==> config.mk <==
export PLATFORM = sky130hd
export DESIGN_NAME = double_ended_queue_unit
export DESIGN_NICKNAME = d
export VERILOG_FILES = /design/src/hw/rtl/deq_pkg.sv /design/src/hw/rtl/deq_store.sv /design/src/hw/rtl/deq_ctrl.sv /design/src/hw/rtl/double_ended_queue_unit.sv
export SDC_FILE = /design/constraint.sdc
export NUM_CORES = 1
export LEC_CHECK = 0
export CORE_MARGIN = 4
export CORE_UTILIZATION = 50
export DETAILED_ROUTE_END_ITERATION = 10
export DONT_BUFFER_PORTS = 1
export HOLD_SLACK_MARGIN = 0.06
export PLACE_DENSITY = 0.76
export REMOVE_ABC_BUFFERS = 1
export SYNTH_ARGS = -nofsm -noshare
export SYNTH_HDL_FRONTEND = slang
export SYNTH_HIERARCHICAL = 1
export SYNTH_SLANG_ARGS = --single-unit
export TNS_END_PERCENT = 10
==> constraint.sdc <==
create_clock -name clk_i -period 9.8 [get_ports clk_i]
set_input_delay 0.49 -clock clk_i [delete_from_list [all_inputs] [get_ports clk_i]]
set_output_delay 0.49 -clock clk_i [all_outputs]
set_load 0.02 [all_outputs]
==> src/hw/rtl/deq_pkg.sv <==
// ----------------------------------------------------------------------------
// deq_pkg
// Operation codes, states and fixed field widths of the deque unit.
// ----------------------------------------------------------------------------
package deq_pkg;

  localparam int unsigned FIELD_W    = 32;
  localparam int unsigned OP_W       = 3;
  localparam int unsigned CNT_OUT_W  = 5;
  localparam int unsigned S_TDATA_W  = 32;
  localparam int unsigned S_TUSER_W  = OP_W;
  localparam int unsigned M_TDATA_W  = 3 * FIELD_W + 3 + CNT_OUT_W;

  typedef enum logic [OP_W-1:0] {
    OP_PUSH_FRONT = 3'd0,
    OP_PUSH_BACK  = 3'd1,
    OP_POP_FRONT  = 3'd2,
    OP_POP_BACK   = 3'd3,
    OP_STATUS     = 3'd4
  } deq_op_e;

  typedef enum logic [1:0] {
    ST_IDLE = 2'b01,
    ST_FILL = 2'b10
  } deq_state_e;

  typedef struct packed {
    logic wr_en;
    logic rd_en;
  } deq_mem_cmd_t;

endpackage

==> src/hw/rtl/deq_store.sv <==
// ----------------------------------------------------------------------------
// deq_store
// Ring store: one write port, one read port with registered read data.
// ----------------------------------------------------------------------------
module deq_store
  import deq_pkg::*;
#(
  parameter int unsigned DEPTH      = 16,
  parameter int unsigned DATA_WIDTH = 32,
  parameter int unsigned AW         = $clog2(DEPTH)
) (
  input  logic                  clk_i,
  input  deq_mem_cmd_t          cmd_i,
  input  logic [AW-1:0]         wr_addr_i,
  input  logic [DATA_WIDTH-1:0] wr_data_i,
  input  logic [AW-1:0]         rd_addr_i,
  output logic [DATA_WIDTH-1:0] rd_data_o
);

  logic [DATA_WIDTH-1:0] mem [DEPTH];
  logic [DATA_WIDTH-1:0] rd_data_q;

  always_ff @(posedge clk_i) begin
    if (cmd_i.wr_en) begin
      mem[wr_addr_i] <= wr_data_i;
    end
  end

  always_ff @(posedge clk_i) begin
    if (cmd_i.rd_en) begin
      rd_data_q <= mem[rd_addr_i];
    end
  end

  assign rd_data_o = rd_data_q;

endmodule

==> src/hw/rtl/deq_ctrl.sv <==
// ----------------------------------------------------------------------------
// deq_ctrl
// Pointer, count and end-word control with the result handshake.
// ----------------------------------------------------------------------------
module deq_ctrl
  import deq_pkg::*;
#(
  parameter int unsigned DEPTH      = 16,
  parameter int unsigned DATA_WIDTH = 32,
  parameter int unsigned AW         = $clog2(DEPTH),
  parameter int unsigned CW         = $clog2(DEPTH + 1)
) (
  input  logic                  clk_i,
  input  logic                  rst_ni,
  input  logic                  in_valid_i,
  output logic                  in_ready_o,
  input  deq_op_e               op_i,
  input  logic [DATA_WIDTH-1:0] word_i,
  output logic                  out_valid_o,
  input  logic                  out_ready_i,
  output logic [DATA_WIDTH-1:0] popped_o,
  output logic [DATA_WIDTH-1:0] front_o,
  output logic [DATA_WIDTH-1:0] back_o,
  output logic                  empty_o,
  output logic                  full_o,
  output logic [CW-1:0]         count_o,
  output logic                  refused_o,
  output deq_mem_cmd_t          mem_cmd_o,
  output logic [AW-1:0]         wr_addr_o,
  output logic [DATA_WIDTH-1:0] wr_data_o,
  output logic [AW-1:0]         rd_addr_o,
  input  logic [DATA_WIDTH-1:0] rd_data_i
);

  function automatic logic [AW-1:0] idx_inc(input logic [AW-1:0] i);
    return (i == AW'(DEPTH - 1)) ? '0 : i + 1'b1;
  endfunction

  function automatic logic [AW-1:0] idx_dec(input logic [AW-1:0] i);
    return (i == '0) ? AW'(DEPTH - 1) : i - 1'b1;
  endfunction

  deq_state_e            state_q, state_d;
  logic [AW-1:0]         head_q, head_d, tail_q, tail_d;
  logic [CW-1:0]         count_q, count_d;
  logic                  out_valid_q, out_valid_d;
  logic                  refused_q, refused_d;
  logic                  fill_front_q, fill_front_d;
  logic [DATA_WIDTH-1:0] front_q, front_d, back_q, back_d, popped_q, popped_d;
  logic                  in_fire, is_empty, is_full;

  assign is_empty   = (count_q == '0);
  assign is_full    = (count_q == CW'(DEPTH));
  // Take a new item only once the previous result is gone or leaving.
  assign in_ready_o = (state_q == ST_IDLE) && (!out_valid_q || out_ready_i);
  assign in_fire    = in_valid_i && in_ready_o;

  always_comb begin
    state_d      = state_q;
    head_d       = head_q;
    tail_d       = tail_q;
    count_d      = count_q;
    front_d      = front_q;
    back_d       = back_q;
    popped_d     = popped_q;
    refused_d    = refused_q;
    fill_front_d = fill_front_q;
    out_valid_d  = out_valid_q && !out_ready_i;
    mem_cmd_o    = '0;
    wr_addr_o    = tail_q;
    wr_data_o    = word_i;
    rd_addr_o    = head_q;

    unique case (state_q)
      ST_FILL: begin
        // Refresh the end word exposed by the pop.
        if (fill_front_q) begin
          front_d = rd_data_i;
        end else begin
          back_d = rd_data_i;
        end
        out_valid_d = 1'b1;
        state_d     = ST_IDLE;
      end
      ST_IDLE: begin
        if (in_fire) begin
          popped_d    = '0;
          refused_d   = 1'b0;
          out_valid_d = 1'b1;
          case (op_i) inside
            OP_PUSH_FRONT, OP_PUSH_BACK: begin
              if (is_full) begin
                refused_d = 1'b1;
              end else begin
                count_d          = count_q + 1'b1;
                mem_cmd_o.wr_en  = 1'b1;
                if (op_i == OP_PUSH_FRONT) begin
                  head_d    = idx_dec(head_q);
                  wr_addr_o = idx_dec(head_q);
                  front_d   = word_i;
                  if (is_empty) begin
                    back_d = word_i;
                  end
                end else begin
                  wr_addr_o = tail_q;
                  tail_d    = idx_inc(tail_q);
                  back_d    = word_i;
                  if (is_empty) begin
                    front_d = word_i;
                  end
                end
              end
            end
            OP_POP_FRONT: begin
              if (!is_empty) begin
                popped_d = front_q;
                head_d   = idx_inc(head_q);
                count_d  = count_q - 1'b1;
                if (count_q == CW'(2)) begin
                  front_d = back_q;
                end else if (count_q > CW'(2)) begin
                  // New front sits in the slot after the popped one.
                  mem_cmd_o.rd_en = 1'b1;
                  rd_addr_o       = idx_inc(head_q);
                  fill_front_d    = 1'b1;
                  out_valid_d     = 1'b0;
                  state_d         = ST_FILL;
                end
              end
            end
            OP_POP_BACK: begin
              if (!is_empty) begin
                popped_d = back_q;
                tail_d   = idx_dec(tail_q);
                count_d  = count_q - 1'b1;
                if (count_q == CW'(2)) begin
                  back_d = front_q;
                end else if (count_q > CW'(2)) begin
                  mem_cmd_o.rd_en = 1'b1;
                  rd_addr_o       = idx_dec(idx_dec(tail_q));
                  fill_front_d    = 1'b0;
                  out_valid_d     = 1'b0;
                  state_d         = ST_FILL;
                end
              end
            end
            default: ;
          endcase
        end
      end
      default: state_d = ST_IDLE;
    endcase
  end

  always_ff @(posedge clk_i or negedge rst_ni) begin
    if (!rst_ni) begin
      state_q     <= ST_IDLE;
      head_q      <= '0;
      tail_q      <= '0;
      count_q     <= '0;
      out_valid_q <= 1'b0;
    end else begin
      state_q     <= state_d;
      head_q      <= head_d;
      tail_q      <= tail_d;
      count_q     <= count_d;
      out_valid_q <= out_valid_d;
    end
  end

  always_ff @(posedge clk_i) begin
    front_q      <= front_d;
    back_q       <= back_d;
    popped_q     <= popped_d;
    refused_q    <= refused_d;
    fill_front_q <= fill_front_d;
  end

  assign out_valid_o = out_valid_q;
  assign popped_o    = popped_q;
  assign front_o     = is_empty ? '0 : front_q;
  assign back_o      = is_empty ? '0 : back_q;
  assign empty_o     = is_empty;
  assign full_o      = is_full;
  assign count_o     = count_q;
  assign refused_o   = refused_q;

endmodule

==> src/hw/rtl/double_ended_queue_unit.sv <==
// ----------------------------------------------------------------------------
// double_ended_queue_unit
// Bounded deque of words in a ring store, streaming operation in and status out.
// ----------------------------------------------------------------------------
// Each input transfer carries one operation (push front, push back, pop front,
// pop back or status; unused codes act as status) and returns exactly one
// result transfer holding the popped word (0 when nothing was popped), the
// front and back words (0 when empty), the empty and full flags, the entry
// count and a refused flag for a push into a full deque, which is dropped.
// Push, status and any pop that leaves at most one entry are answered from
// IDLE; a pop that leaves two or more entries passes through FILL, since the
// newly exposed end word is read from the ring store, whose read data is
// registered. The front and back words are held in registers, so only those
// pops touch the read port. One item is in flight at a time: the next can be
// accepted in the cycle its predecessor's result is taken. The store needs no
// clearing pass after reset; an entry is read only after it was written.
// ----------------------------------------------------------------------------
module double_ended_queue_unit
  import deq_pkg::*;
#(
  parameter int unsigned DEPTH      = 16,
  parameter int unsigned DATA_WIDTH = 32
) (
  input  logic                 clk_i,
  input  logic                 rst_ni,
  input  logic                 s_axis_tvalid,
  output logic                 s_axis_tready,
  // push_value [31:0]
  input  logic [S_TDATA_W-1:0] s_axis_tdata,
  // op [2:0]
  input  logic [S_TUSER_W-1:0] s_axis_tuser,
  output logic                 m_axis_tvalid,
  input  logic                 m_axis_tready,
  // popped_value [31:0], front_value [63:32], back_value [95:64],
  // is_empty [96], is_full [97], entry_count [102:98], refused [103]
  output logic [M_TDATA_W-1:0] m_axis_tdata
);

  localparam int unsigned AW = $clog2(DEPTH);
  localparam int unsigned CW = $clog2(DEPTH + 1);

  deq_mem_cmd_t          mem_cmd;
  logic [AW-1:0]         wr_addr, rd_addr;
  logic [DATA_WIDTH-1:0] wr_data, rd_data, word;
  logic [DATA_WIDTH-1:0] popped, front, back;
  logic                  empty, full, refused;
  logic [CW-1:0]         count;

  // Fit the incoming word to the store width (zero fill or drop high bits).
  assign word = DATA_WIDTH'(s_axis_tdata[FIELD_W-1:0]);

  deq_ctrl #(
    .DEPTH      (DEPTH),
    .DATA_WIDTH (DATA_WIDTH),
    .AW         (AW),
    .CW         (CW)
  ) u_ctrl (
    .clk_i       (clk_i),
    .rst_ni      (rst_ni),
    .in_valid_i  (s_axis_tvalid),
    .in_ready_o  (s_axis_tready),
    .op_i        (deq_op_e'(s_axis_tuser)),
    .word_i      (word),
    .out_valid_o (m_axis_tvalid),
    .out_ready_i (m_axis_tready),
    .popped_o    (popped),
    .front_o     (front),
    .back_o      (back),
    .empty_o     (empty),
    .full_o      (full),
    .count_o     (count),
    .refused_o   (refused),
    .mem_cmd_o   (mem_cmd),
    .wr_addr_o   (wr_addr),
    .wr_data_o   (wr_data),
    .rd_addr_o   (rd_addr),
    .rd_data_i   (rd_data)
  );

  // Reads and writes never hit the same entry in one cycle: a pop only reads.
  deq_store #(
    .DEPTH      (DEPTH),
    .DATA_WIDTH (DATA_WIDTH),
    .AW         (AW)
  ) u_store (
    .clk_i     (clk_i),
    .cmd_i     (mem_cmd),
    .wr_addr_i (wr_addr),
    .wr_data_i (wr_data),
    .rd_addr_i (rd_addr),
    .rd_data_o (rd_data)
  );

  // Pack the result; words carry their low bits, count is taken modulo 32.
  assign m_axis_tdata = {refused,
                         CNT_OUT_W'(count),
                         full,
                         empty,
                         FIELD_W'(back),
                         FIELD_W'(front),
                         FIELD_W'(popped)};

endmodule

; After elaboration in Yosys (flattened, before gate mapping)
; Memory sizes are Yosys's and may differ from the RTL's. A register that Yosys moved wholly into a read port is not among the register bits.
; Cells that the tools add are included.
[classes]
n_reduce_logical = 25
bitwise = 3
n_eq_ne = 27
mux = 98
add_sub_neg = 7
magnitude_cmp = 1
[ops]
columns = cell, n
row1 = two-way mux 32 bit, 22
row2 = two-way mux 4 bit, 32
row3 = one-hot mux 32 bit (2 select lines), 2
row4 = two-way mux 1 bit, 26
row5 = two-way mux 5 bit, 5
row6 = != test 3 bit (second input constant), 7
row7 = two-way mux 2 bit, 10
row8 = AND reduction 7 bit, 2
row9 = logical NOT 4 bit, 3
row10 = != test 2 bit (second input constant), 6
row11 = subtractor 4 x 1 -> 4 bit (second input constant), 3
row12 = AND reduction 9 bit, 1
row13 = adder 4 x 1 -> 4 bit (second input constant), 2
row14 = == test 4 bit (second input constant), 2
row15 = != test 4 x 3 -> 1 bit (second input constant), 2
row16 = AND reduction 8 bit, 1
row17 = nonzero test 2 bit, 4
row18 = == test 3 x 2 -> 1 bit (second input constant), 2
row19 = != test 2 x 1 -> 1 bit (second input constant), 3
row20 = AND reduction 6 bit, 1
row21 = adder 5 x 1 -> 5 bit (second input constant), 1
row22 = == test 5 x 2 -> 1 bit (second input constant), 1
row23 = == test 5 bit (second input constant), 1
row24 = > comparator 5 x 2 -> 1 bit (second input constant), 1
row25 = 16 further kinds, 21
[word_totals]
n_memories = 1
ff_bits = 114
ram_bits = 512
[memory_table]
columns = name, depth, word_bits, read_ports, rd_clocked_by_memory_dff, wr, line
row1 = u_store.mem, 16, 32, 1, 1, 1, deq_store.sv:20  ; logic [DATA_WIDTH-1:0] mem [DEPTH];

; Logic depth before layout (Yosys ltp)
; Gate-level depths: netlist of run 1.
[logic_depth]
word_depth = 12
ltp_mapped = 14

; Modules after synthesis
; The synthesis of run 1 kept the hierarchy.
[by_module_without_submodules]
columns = mod, cells_each, n_inst, seq_area_each_um2, area_each_um2
row1 = deq_store, 838, 1, 16335.7, 20155.6
row2 = deq_ctrl, 647, 1, 3344.5, 6585.1
row3 = double_ended_queue_unit, 3, 1, 0.0, 22.5

; Least setup slack after synthesis of run 1
; OpenSTA, ideal clock, no wires.
[synth_timing]
kind = reg-to-reg
from = register u_ctrl.state_q[0]
to = memory u_store.mem[0][0], enable pin
path_slack_ns = 4.903
stages_incl_launch_ff = 8
synth_period_minus_slack_ns = 4.897
arrival_time_ns = 4.436
required_time_ns = 9.339
path_buffers = 1
cell_sequence = dfstp_2 ha_1 buf_2 nand3_2 nor4_4 mux2_1 or3b_2 nor3_1
[synth_via]
elab_cells_between_ends = 9
cone_classes = 1 x eq/ne / 6 x mux / 2 x reduce/logical
[synth_lines]
columns = element, line
row1 = "start, declared", deq_ctrl.sv:43  ; deq_state_e state_q, state_d;
row2 = "start signal, assigned", deq_ctrl.sv:163  ; state_q <= state_d;
row3 = == test 2 x 1 -> 1 bit *, "deq_ctrl.sv:55, deq_ctrl.sv:74"
row4 = logical AND 1 bit, deq_ctrl.sv:55  ; assign in_ready_o = (state_q == ST_IDLE) && (!out_valid_q || out_ready_i);
row5 = logical AND 1 bit, deq_ctrl.sv:56  ; assign in_fire = in_valid_i && in_ready_o;
row6 = two-way mux 4 bit, deq_ctrl.sv:86  ; if (in_fire) begin
row7 = two-way mux 4 bit *, deq_ctrl.sv:74  ; unique case (state_q)
row8 = net wr_addr[3], double_ended_queue_unit.sv:43  ; logic [AW-1:0] wr_addr, rd_addr;
row9 = "end, declared", deq_store.sv:20
; The timed path passes the listed nets; every way through them passes the cells marked *.

==> results of run 1 <==
-- area by class of cell --
class | count | area [um2]
Antenna cell | 1 | 2.502
Clock buffer | 79 | 1722
Clock inverter | 39 | 320.3
Fill cell | 3849 | 22990
Inverter | 20 | 75.07
Multi-Input combinational cell | 693 | 6514
Sequential cell | 658 | 19680
Tap cell | 688 | 860.8
Timing Repair Buffer | 66 | 593.1
-- where the power goes --
group	total, uW	leakage, uW	switching (uW)	internal [uW]
clock	2400	0.000999	1030	1370
sequential	3830	0.00600	264	3570
combinational	2950	0.00267	1820	1130
total	9180	0.00967	3120	6060
-- registers in the layout, indices dropped and copies added, names as in the netlist --
| register | count |
|---|---|
| u_ctrl/count_o | 5 |
| u_ctrl/popped_o | 32 |
| u_ctrl/front_q | 32 |
| u_ctrl/out_valid_o | 1 |
| u_ctrl/refused_o | 1 |
| u_ctrl/fill_front_q | 1 |
| u_ctrl/back_q | 32 |
| u_ctrl/state_q | 2 |
| u_ctrl/head_q | 4 |
| u_store/mem | 512 |
| u_ctrl/tail_q | 4 |
| u_store/rd_data_o | 32 |
-- cell families after synthesis --
family | count (synthesis) | synth area share, %
adder cells (fa/ha/maj) | 15 | 0.7293
AND/OR/NAND/NOR | 280 | 5.133
buffers and inverters | 137 | 2.726
multiplexers | 135 | 11.04
flip-flops | 658 | 73.53
XOR/XNOR | 10 | 0.3272
AO/OA/AOI/OAI | 253 | 6.513
-- worst reg2reg max path, stage by stage, from the launching register on --
cell and delay [ns]:
dfstp_2 0.53, ha_2 0.18, nand3_2 0.18, inv_2 0.84, nand2_2 0.34, inv_2 0.87, o21a_1 0.25, a22o_1 0.22
nor2b_2 0.86, buf_4 0.44, a22oi_1 0.17, nand2_1 0.12
-- through the flow --
| stage | setup WS (ns) | TNS, ns | std cells | total power (uW) | hold slack (ns) |
|---|---|---|---|---|---|
| after floorplan | -5.837 | -186.80 | 1371 | 6449 | 0.1944 |
| after global placement | 4.797 | 0 | 2091 | 6710 | 0.1949 |
| after detailed placement | 4.639 | 0 | 2091 | 6797 | 0.1949 |
| after CTS | 4.605 | 0 | 2243 | 9245 | 0.06171 |
| after global routing | 4.307 | 0 | 2244 | 9622 | 0.08199 |
| final | 4.669 | 0 | 2244 | 9181 | 0.09640 |
-- cell usage in the layout, fill, tap and decap left out, drive strengths merged, types with 2 or more instances in the layout --
cell / netlist / final
a211o: 2 / 2
a211oi: 2 / 2
a21boi: 34 / 34
a21oi: 78 / 78
a22o: 33 / 33
a22oi: 65 / 65
a31oi: 5 / 5
a41oi: 2 / 2
and2: 68 / 68
and3: 3 / 3
buf: 79 / 32
bufinv: 0 / 4
clkbuf: 38 / 79
clkinv: 0 / 26
clkinvlp: 0 / 2
dfrtp: 15 / 15
dlygate4sd3: 0 / 34
edfxtp: 642 / 642
ha: 14 / 14
inv: 20 / 27
mux2i: 6 / 6
mux4: 128 / 128
nand2: 115 / 115
nand2b: 5 / 5
nand3: 6 / 6
nand3b: 3 / 3
nor2: 57 / 57
nor2b: 4 / 4
nor3: 12 / 12
nor4: 3 / 3
o21ai: 18 / 18
o41ai: 2 / 2
xnor2: 5 / 5
xor2: 5 / 5
-- path summary, 6_finish.rpt --
check / start / to / depth (start not counted)
worst max-delay path: u_ctrl/state_q[0]$_DFFE_PN1P_ / u_store/rd_data_o[30]$_DFFE_PP_ / 11
worst min-delay path: s_axis_tuser[0] / u_ctrl/tail_q[3]$_DFFE_PN0P_ / 2
worst max register to register: u_ctrl/state_q[0]$_DFFE_PN1P_ / u_store/rd_data_o[30]$_DFFE_PP_ / 11
worst min register to register: u_ctrl/state_q[0]$_DFFE_PN1P_ / u_ctrl/state_q[0]$_DFFE_PN1P_ / 2
max in group asynchronous: rst_ni / u_ctrl/out_valid_o$_DFF_PN0_ / 1
min in group asynchronous: rst_ni / u_ctrl/tail_q[3]$_DFFE_PN0P_ / 1
-- metal layers --
metal	track usage (%)	up-vias	share of wire, %
li1	-	5920	-
met1	29.94	7189	39
met2	36.33	758	50
met3	4.571	97	9.1
met4	6.069	0	2.1
met5	0	-	0
-- timing repair --
item,in CTS,in global routing
hold endpoints to repair,532,0
hold buffers,34,0
buffers inserted,0,0
==> results.md, run 1 <==
- In this run, distinct cell masters in the synthesized netlist total 62.
- The data required time of the critical path is 10.26 ns.
- The synthesized design contains 642 enable-type register cells.
- The maximum vdd drop is 0.2347 mV.
- The worst-path cell with the longest stage delay is inv_2.
- The number of antenna violations at the first check in global routing was 5.
- On the final layout, the worst clock skew is 0.01536 ns.
- The number of register bits inferred by synthesis is 658.
- The worst setup path is captured at a flop.
- Clock-pin slew was measured on the worst setup and hold paths at 0.06 ns.
- The clock root buffer is clkbuf_16.
- Dividing the detail-routed via count by the number of cells gives 6.223.
- Ranked by total cell area, the synthesized netlist is headed by edfxtp_1 72%, mux4_2 11%, a22oi_1 1.8%, nand2_1 1.6%, and2_1 1.6%.
- The flow ran to the end, and the final reports show no timing, DRC or antenna violations.
- The remaining antenna violation count after routing is 0.
- Timing would allow up to 0.1949 GHz.
- The number of port buffers is 0.
- In this run the worst path has a maximum fanout of 36.
- After detailed routing, the number of remaining DRC violations is 0.
- The maximum number of pins on one net before global-route repair is 88.
- Global routing used 21.90% of the available tracks across all layers.
- The count of clock tree sinks is 658.
- The vertical die dimension is 239.4 um.
- The number of CTS-inserted buffers is 66.
- The count of boundary I/O pins is 145.
- The critical path goes through ha_2 -> nand3_2 -> inv_2 -> nand2_2 -> inv_2 -> o21a_1 -> a22o_1 -> nor2b_2 -> buf_4 -> a22oi_1 -> nand2_1.
- Setup repair after global routing left no endpoint under its margin.
- The first global-routing pass estimated 92.28 mm of wire.
- The cell type contributing the most total cell area after synthesis is edfxtp_1.
- The worst-case clock buffer depth is 3.
- The total area inside the core boundary comes to 52760 um2.
- The family with the most delay on the worst path is buffers and inverters.
- Headroom to the max-slew limit came out at 23.83%.
- The clock period minus final worst setup slack is 5.131 ns.
- The slew at the pin closest to its max-slew limit is 1.143 ns.
- The H-tree was split into 3 levels.
- Counting flops with an async set or reset pin after synthesis yields a share of 2.432%.
- The final route contains 13960 vias.
- The area of the die is 57290 um2.
- The final setup violation count is 0.
- The synthesized netlist cell count is 1488.
- The via count of the first global-routing pass came to 14080.
- Row generation in the floorplan step produced 84 rows.
- In the synthesized netlist the dominant register cell turns out to be edfxtp_1.
- In this run the mean area of a mapped cell was 17.99 um2.
- The maximum cell stage delay along the critical path is 0.87 ns.
- The post-detailed-placement half-perimeter wirelength is 32.13 mm.
- The number of warnings reported in the yosys synthesis log is 6.
- TritonCTS built the clock tree.
- The final-report hold violation count is 0.
- The floorplan step set the die width to 239.4 um.
- The post-route netlist has 18.91% of its cells at a drive strength greater than 1.
- Max-cap violations in this run came to 0.
- Of the available clock period, the critical path in the final layout requires 52.35%.
- The combined buffer and inverter count along the critical path is 3.
- The path class of the tightest hold or removal check is in2reg.
- After the first detailed-routing iteration, the DRC count stood at 1780.
- The total of cells resized after clock tree synthesis is 0.
- The first-pass iteration count of the detailed router is 7.
- The critical path in this run is classified as reg2reg.
- The count of final max-slew check failures is 0.
- The count of nets after finishing is 1559.
- The finished cells cover 29770 um2.
- For the worst setup path, the data arrival time is 5.59 ns.
- Summing every instance area after synthesis gives 26760 um2.
- Summed over all layers, the global routing overflow is 0.
- For this block, the routed nets add up to 62.57 mm of wire.
- The global placer's final weighted congestion is 0.7730.
- The setup slack of the most critical reg-to-reg path is 4.67 ns.
- The final design utilization is 56.42%.
- The startpoint type of the worst setup path is a flop.
- The post-detailed-route wirelength per cell is 27.88 um.
- After synthesis, the most frequently instantiated cells are 642 x edfxtp_1, 128 x mux4_2, 114 x nand2_1.
- The clock latency of the later-clocked register in the worst-skew pair is 0.59 ns.
- In this run the power density over the cells is 308.4 nW/um2.
- The layout overhead on the synthesized area is 11.22%.
- The leakage dissipation is 0.009674 uW.
- The most frequent cell on the critical path is inv_2.
- Summing all placed instances gives a cell area of 27380 um2.
- The most common cell in the netlist is edfxtp_1.
- Of the post-synthesis cell area, the dominant cell type holds 72.03%.
- The starting density of the core is 50.73%.
- The share of the Yosys chip area taken by registers is 73.53%.
No activity file was read; power rests on OpenSTA's default activity.
==> run 2: changes to the inputs <==
--- a/config.mk
+++ b/config.mk
@@ -5,6 +5,7 @@
 export SDC_FILE = /design/constraint.sdc
 export NUM_CORES = 1
 export LEC_CHECK = 0
+export ABC_AREA = 1
 export CORE_MARGIN = 4
 export CORE_UTILIZATION = 50
 export DETAILED_ROUTE_END_ITERATION = 10
==> constraint.sdc (replaced) <==
create_clock -name clk_i -period 4.8 [get_ports clk_i]
set_input_delay 0.24 -clock clk_i [delete_from_list [all_inputs] [get_ports clk_i]]
set_output_delay 0.24 -clock clk_i [all_outputs]
set_load 0.02 [all_outputs]
==> results.md, run 2 <==
- The flow ran to the end, and the final reports show no timing, DRC or antenna violations.
- The fraction of the mapped netlist area in adder cells is 0.6566%.
- The post-detailed-route wirelength per cell is 19.79 um.
- The first-iteration detailed-routing DRC count is 2439.
- The kind of cell with the highest combined delay along the critical path is simple AND/OR/NAND/NOR gates.
- The maximum clock frequency is 0.2680 GHz.
- Synthesis produced a netlist whose cell count is 2952.
- The clock tree skew after final layout is 0.02357 ns.
- The global-route layer with the greatest usage is met2.
- After layout, the design draws a total of 20490 uW.
- The final layout contains routed wiring with a total length of 74.28 mm.
- After detailed routing, the number of vias per cell comes to 5.399.
- STA classifies the critical path startpoint as a flop.
- The first global-routing pass estimated 112.6 mm of wire.
- The largest family of logic cells by synthesized area is simple AND/OR/NAND/NOR gates.
- The share of total power consumed by net switching is 40.50%.
- The share of total power dissipated in sequential elements is 36.9%.
- Leaving out fill and tap cells, the most frequent cell in the layout is nand2_1.
- For met1 alone, demand over resource in global routing was 31.19%.
- The vertical die dimension is 251.8 um.
- The number of distinct library cells after synthesis is 39.
- Counting along the longest clock path gives a buffer depth of 3.
- Summed over all nets, the switching power comes to 8297 uW.
- The fraction of power consumed by combinational cells is 38.4%.
- The area inside the core boundary is 58910 um2.
- The met3 usage in global routing is 4.350%.
- The clock period minus final worst setup slack is 3.731 ns.
- The final-report hold violation count came to 0.
- Leaving out fill and tap cells, the most frequent cells in the layout are 1007 x nand2_1, 642 x edfxtp_1, 503 x inv_1.
- The commonest cells after synthesis are 1010 x nand2_1, 642 x edfxtp_1, 504 x inv_1.
- The async set or reset register ratio after synthesis is 2.432%.
- Entering global routing, the biggest net connects 171 pins.
- After clock tree synthesis, the clock-pin slew on the worst setup and hold paths is 0.06 ns.
- The starting density of the core is 50.46%.
- The first TritonRoute pass finished after 6 iterations.
- The synthesized design contains 658 register bits.
- The congestion estimate from routability-driven global placement came to 0.8559.
- The most frequent cell on the critical path is nor2_4.
- The total of cells resized after clock tree synthesis is 0.
- The cell type contributing the most total cell area after synthesis is edfxtp_1.
- The slew at the pin closest to its max-slew limit is 0.9779 ns.
- The via count of the first global-routing pass is 19480.
- The DRC violation count after routing is 0.
- The path type of the worst min-delay path is in2reg.
- The count of boundary I/O pins is 145.
- Power spread over the standard cell area amounts to 626.1 nW/um2.
- Ranked by total cell area, the synthesized netlist is headed by edfxtp_1 65%, nand2_1 13%, nand3_1 7.4%, inv_1 6.4%, dfrtp_1 1.3%.
- In the final design database the tool counted 2984 nets.
- In this run the worst path has a maximum fanout of 22.
- The number of port buffers is 0.
- The count of final max-slew check failures is 0.
- The remaining antenna violation count after routing is 0.
- The internal power of the cells totals 12190 uW.
- The register containing the most flip-flops in the final layout is u_store/mem.
- Setup repair after global routing left no endpoint under its margin.
- The post-detailed-placement half-perimeter wirelength is 42.20 mm.
- The parity-gate share of the synthesized area counting xor and xnor cells is 0.2652%.
- Summing all non-filler instances in the final layout gives an area of 32720 um2.
- The number of warnings reported in the yosys synthesis log is 6.
- In this run the horizontal extent of the chip is 251.8 um.
- The clock latency of the later-clocked register in the worst-skew pair is 0.61 ns.
- The routed layout has 20260 vias.
- A synthesized cell averages 10.07 um2.
- After Yosys synthesis, and, or, nand and nor cells account for 21.20% of the synthesized area.
- The setup path with the least slack is of type reg2reg.
- The number of CTS-inserted buffers is 67.
- The signal on the critical path passes through ha_2 -> inv_2 -> nor2_4 -> nand2_2 -> nor3_2 -> nand2_1 -> nor2_1 -> a21oi_1 -> nand3b_1 -> nor2_4 -> buf_4.
- The number of buffers and inverters on the critical path is 2.
- Global routing used 22.93% of the available tracks.
- In the finished design, the share of the clock period the worst path needs comes to 77.74%.
- The slowest stage of the critical path belongs to the cell dfstp_2.
- Sequential elements use 66.20% of the synthesized area.
- The number of antenna violations at the first check in global routing is 7.
- The signal arrival time at the worst endpoint is 3.97 ns.
- The layout cell share with drive strength beyond 1 is 6.281%.
- The complex-gate fraction of the synthesized area is 1.355%.
- After synthesis, the share of cell area in mux cells is 0%.
- The cell area that synthesis handed to floorplanning was 29730 um2.
- Setup violations remaining at the end of the flow were counted as 0.
- The number of rows created at floorplan is 89.
- The flip-flop count of the largest register, all copies and words added is 512.
- The most common cell in the netlist is nand2_1.
- The synthesized design contains 642 enable-type register cells.
- The H-tree depth reported by CTS is 3.
- The total congestion overflow after global routing is 0.
- The worst pin sits at a relative slew slack of 34.81%.
- The leakage dissipation is 0.01410 uW.
- In the global route stage, met2 resource usage came out at 37.24%.
- The count of clock tree sinks is 658.
- Across the run, the number of max-cap violations was 0.
- The area share of the largest cell type after synthesis is 64.85%.
- For this run, the leading register cell type out of synthesis is edfxtp_1.
- The largest single stage delay on the critical path is 0.53 ns.
- The data required time of the critical path is 5.04 ns.
- The layout overhead on the synthesized area is 10.06%.
- The CTS tree is done.
- Summing all placed instances gives a cell area of 30240 um2.
- The clock root buffer is clkbuf_16.
- The worst setup path is captured at a flop.
- The clock network fraction of design power is 24.7%.
- The total of fill cells in the finished design is 4682.
- The area of the die is 63420 um2.
- Across the VDD grid, the largest voltage drop is 0.6962 mV.
[run 2: cell count changes after synthesis, sizes merged, moves of 7 or more]
cell / before / now
a21boi: 34 / 0
nor2: 57 / 44
buf: 79 / 146
inv: 20 / 518
nor3: 12 / 5
a22oi: 65 / 1
clkbuf: 38 / 28
a21oi: 78 / 9
nand3: 6 / 438
nand2: 115 / 1014
o22ai: 1 / 32
a22o: 33 / 0
mux4: 128 / 0
and2: 68 / 0
[run 2: cell type report]
type,instances,area (um2),area share [%]
tap,773,967.2,2.956
inverter,518,1954,5.973
clock buffer,89,1844,5.637
sequential,658,19680,60.15
antenna,3,7.507,0.02295
multi-input combinational,1602,7178,21.94
clock inverter,27,257.7,0.7878
timing repair buffer,83,828.3,2.532
[run 2: worst paths after layout]
path / startpoint / to / slack [ns] / cells past startpoint
hold reg to reg: u_ctrl/state_q[0]$_DFFE_PN1P_ / u_ctrl/state_q[0]$_DFFE_PN1P_ / 0.52 / 2
setup reg to reg: u_ctrl/state_q[0]$_DFFE_PN1P_ / u_store/mem[7][11]$_DFFE_PP_ / 1.07 / 11
setup / recovery: u_ctrl/state_q[0]$_DFFE_PN1P_ / u_store/mem[7][11]$_DFFE_PP_ / 1.07 / 11
hold / removal: s_axis_tdata[26] / u_ctrl/back_q[26]$_DFFE_PP_ / 0.12 / 4
min in group asynchronous: rst_ni / u_ctrl/tail_q[0]$_DFFE_PN0P_ / 0.20 / 1
max in group asynchronous: rst_ni / u_ctrl/head_q[0]$_DFFE_PN0P_ / 4.06 / 1
[run 2: metrics by stage]
stage	TNS [ns]	util, %	worst slack (ns)	hold WS [ns]	instances
after floorplan	-475.88	-	-13.93	-0.05559	2778
after global placement	0	51.33	1.247	-0.05421	3597
after detailed placement	0	51.33	1.142	-0.05406	3597
after CTS	0	55.53	1.118	0.09478	3750
after global routing	0	55.53	0.7779	0.1349	3751
final	0	55.54	1.069	0.1151	3753
[run 2: cell families (layout without fill, tap and decap cells)]
kind of cell | after synthesis | in the layout
AOI/OAI and AO/OA | 69 | 69
xor gates and xnor gates | 9 | 9
adders and majority gates | 15 | 15
buffers and inverters | 692 | 717
DFF | 658 | 658
other | 0 | 3
and+or+nand+nor | 1509 | 1509
[run 2: routing by layer]
| metal | share of wire, % | wire length, um | vias to the layer above |
|---|---|---|---|
| li1 | - | - | 9436 |
| met1 | 40 | 29760 | 9568 |
| met2 | 47 | 35050 | 1098 |
| met3 | 9.6 | 7141 | 153 |
| met4 | 3.1 | 2288 | 6 |
| met5 | 0.046 | 34 | - |
[run 2: worst register-to-register path: cells and delay by family, from the launching register on]
kind            cells  cell delay, ns
fa+ha+maj           1            0.18
flops               1            0.53
simple gates        7            2.07
buf+inv             2            0.49
compound gates      1            0.09
[run 2: power by group through the flow]
stage	registers [uW]	logic [uW]	clock network, uW
finish	7560	7860	5060
detailed placement	7680	7590	0
floorplan	7600	4870	0
global placement	7670	7460	0
CTS	7570	7770	5130
global route	7610	8620	5350
[run 2: what timing repair did]
| action | 4_1_cts | 5_1_grt |
|---|---|---|
| setup buffers | 0 | 0 |
| endpoints found under the hold margin | 601 | 0 |
| hold buffers | 37 | 0 |
==> run 3: changes to the inputs <==
--- a/config.mk
+++ b/config.mk
@@ -11,7 +11,7 @@
 export DETAILED_ROUTE_END_ITERATION = 10
 export DONT_BUFFER_PORTS = 1
 export HOLD_SLACK_MARGIN = 0.06
-export PLACE_DENSITY = 0.76
+export PLACE_DENSITY = 0.79
 export REMOVE_ABC_BUFFERS = 1
 export SYNTH_ARGS = -nofsm -noshare
 export SYNTH_HDL_FRONTEND = slang
==> constraint.sdc (replaced) <==
create_clock -name clk_i -period 3.2 [get_ports clk_i]
set_input_delay 0.16 -clock clk_i [delete_from_list [all_inputs] [get_ports clk_i]]
set_output_delay 0.16 -clock clk_i [all_outputs]
set_load 0.02 [all_outputs]
==> results.md, run 3 (synthesis results as in run 2) <==
- Routability-driven placement finished with a final weighted congestion of 0.8421.
- The path type of the worst min-delay path is in2async.
- For this run, design rule violations remaining after detail routing come to 0.
- The count of final max-slew check failures was 0.
- The area inside the core boundary is 58910 um2.
- Summed over all layers, the global routing overflow is 0.
- Max-cap violations in this run came to 0.
- Power spread over the standard cell area amounts to 943.2 nW/um2.
- The number of vias in the routed layout is 20650.
- The number of rows created at floorplan is 89.
- The register containing the most flip-flops in the final layout is u_store/mem.
- The headroom to the max-slew limit is 44.49%.
- The total setup buffers inserted after CTS is 0.
- The wire length of the first global-routing pass is 114.0 mm.
- The final setup TNS is 0 ns.
- The first-pass iteration count of the detailed router is 5.
- In this run the remaining antenna-violating nets after routing total 0.
- The maximum number of pins on one net before global-route repair is 102.
- Summed over all layers, the routed wires come to 74.24 mm.
- Measured along the x axis, the die boundary spans 251.8 um.
- Of the available clock period, the critical path in the final layout requires 97.97%.
- On the final layout, the worst clock skew is 0.01696 ns.
- Counting along the longest clock path gives a buffer depth of 3.
- The data required time of the critical path is 3.47 ns.
- The number of antenna violations at the first check in global routing is 4.
- In the final design database the tool counted 3019 nets.
- Based on the critical path, the design can be clocked at up to 0.3190 GHz.
- Setup violations remaining at the end of the flow were counted as 0.
- Of the cells placed in the final design, the portion with a size suffix greater than 1 is 7.687%.
- The via count of the first global-routing pass came to 19930.
- The layout overhead on the synthesized area is 11.89%.
- In this run the count of I/O pins placed on the die edge is 145.
- After detailed routing, the average wire length per cell comes to 19.58 um.
- In this run the tool buffered the top-level ports with 0 buffer cells.
- Across the VDD grid, the largest voltage drop is 0.9535 mV.
- The vertical die dimension is 251.8 um.
- The startpoint type of the worst setup path is a flop.
- The run finished with clean final reports.
- Setup repair after global routing could not meet its margin everywhere.
- The analysis attributes to cell leakage a power of 0.01439 uW.
- The final-report hold violation count came to 0.
- In the layout the commonest cells are 1007 x nand2_1, 642 x edfxtp_1, 502 x inv_1.
- The H-tree depth reported by CTS is 3.
- The worst setup path is captured at a flop.
- By startpoint and endpoint, the worst setup path is classified as reg2reg.
- At the pin with the least slew margin, the transition time is 0.8299 ns.
- The starting density of the core is 50.46%.
- For the worst-skew pair, the clock arrives at the later sink with an insertion delay of 0.61 ns.
- The clock root buffer is clkbuf_16.
- The area of the die is 63420 um2.
- The clock period minus final worst setup slack is 3.135 ns.
- The first-iteration detailed-routing DRC count is 2161.
- Counting the buffers created by CTS gives 66.
- Once detailed placement completed, the half-perimeter wirelength came to 43.36 mm.
- After clock tree synthesis, the clock-pin slew on the worst setup and hold paths is 0.06 ns.
- The clock drives 658 sinks.
- Of all nets on the critical path, the largest fanout is 16.
- Leaving out fill and tap cells, the most frequent cell in the layout is nand2_1.
- The combined global-route utilization of all metal layers is 23.08%.
- The total of fill cells in the finished design is 4568.
- The cell count of the worst reg-to-reg path is 10.
- The register with the most flip-flops in the layout has 512 of them.
- Data on the critical path arrives at its endpoint at 3.40 ns.
- Dividing the detail-routed via count by the number of cells gives 5.446.
- The CTS tree is done.
- For this run, the share of the core covered by cells in the final layout is 56.47%.
[run 3: cell types whose count changed in the layout (fill, tap and decap cells not counted), sizes merged]
cell and delta:
clkinv +12, diode -2, buf +35, dlygate4sd3 +1, clkinvlp -1, inv -2
clkbuf -4
[run 3: metrics by stage]
stage               power, uW  std cells  instance area (um2)  setup WS [ns]  hold slack [ns]
floorplan               17760       2778                28610         -15.53          -0.1356
global placement        23230       3632                30710         0.1690          -0.1348
detailed placement      23510       3632                30710         0.1022          -0.1347
CTS                     31310       3791                33230        0.07021          0.07904
global route            33100       3791                33260       -0.03991           0.1045
finish                  31370       3792                33260        0.06510          0.09808
[run 3: final cells by class]
type	count	area [um2]	area share [%]
Sequential cell	658	19680	59.17
Multi-Input combinational cell	1602	7183	21.59
Inverter	518	1954	5.875
Clock buffer	85	1797	5.402
Timing Repair Buffer	119	1340	4.029
Tap cell	773	967.2	2.908
Clock inverter	36	336.6	1.012
Antenna cell	1	2.502	0.007523
[run 3: timing repair]
action	4_1_cts	5_1_grt
hold endpoints to repair	608	0
gates resized for setup	0	8
hold buffers	38	0
endpoints found under the setup margin	0	140
[run 3: metal layers]
layer,share of wire [%],track usage (%),vias to the layer above,wire (um)
li1,-,-,9518,-
met4,3.6,9.158,6,2655
met2,47,37.20,1198,34760
met5,0.051,0,-,38
met1,39,31.04,9759,28930
met3,11,4.824,172,7853
[run 3: path summary, 6_finish.rpt]
path	start	slack (ns)	end
hold / removal	rst_ni	0.1	u_ctrl/head_q[0]$_DFFE_PN0P_
max in group asynchronous	rst_ni	2.52	u_ctrl/tail_q[1]$_DFFE_PN0P_
min in group clk_i	s_axis_tuser[0]	0.12	u_ctrl/popped_o[8]$_SDFFCE_PN0P_
setup reg to reg	u_ctrl/state_q[0]$_DFFE_PN1P_	0.07	u_store/mem[15][15]$_DFFE_PP_
setup / recovery	u_ctrl/state_q[0]$_DFFE_PN1P_	0.07	u_store/mem[15][15]$_DFFE_PP_
hold reg to reg	u_ctrl/state_q[0]$_DFFE_PN1P_	0.54	u_ctrl/state_q[0]$_DFFE_PN1P_
[run 3: report_power, final]
part / switching, uW / total [uW] / leakage (uW) / internal [uW]
Clock: 3200 / 7610 / 0.00105 / 4400
Combinational: 8940 / 12400 / 0.00733 / 3500
Sequential: 569 / 11300 / 0.00601 / 10700
Total: 12700 / 31400 / 0.0144 / 18700
[run 3: critical path, stage by stage (launching register included)]
cell,delay (ns)
dfstp_2,0.53
ha_2,0.18
inv_2,0.05
nor2_4,0.12
nand2_2,0.13
nor3_2,0.27
nand2_1,0.24
o21ai_1,0.35
nand2_1,0.32
nor2_4,0.24
buf_4,0.35
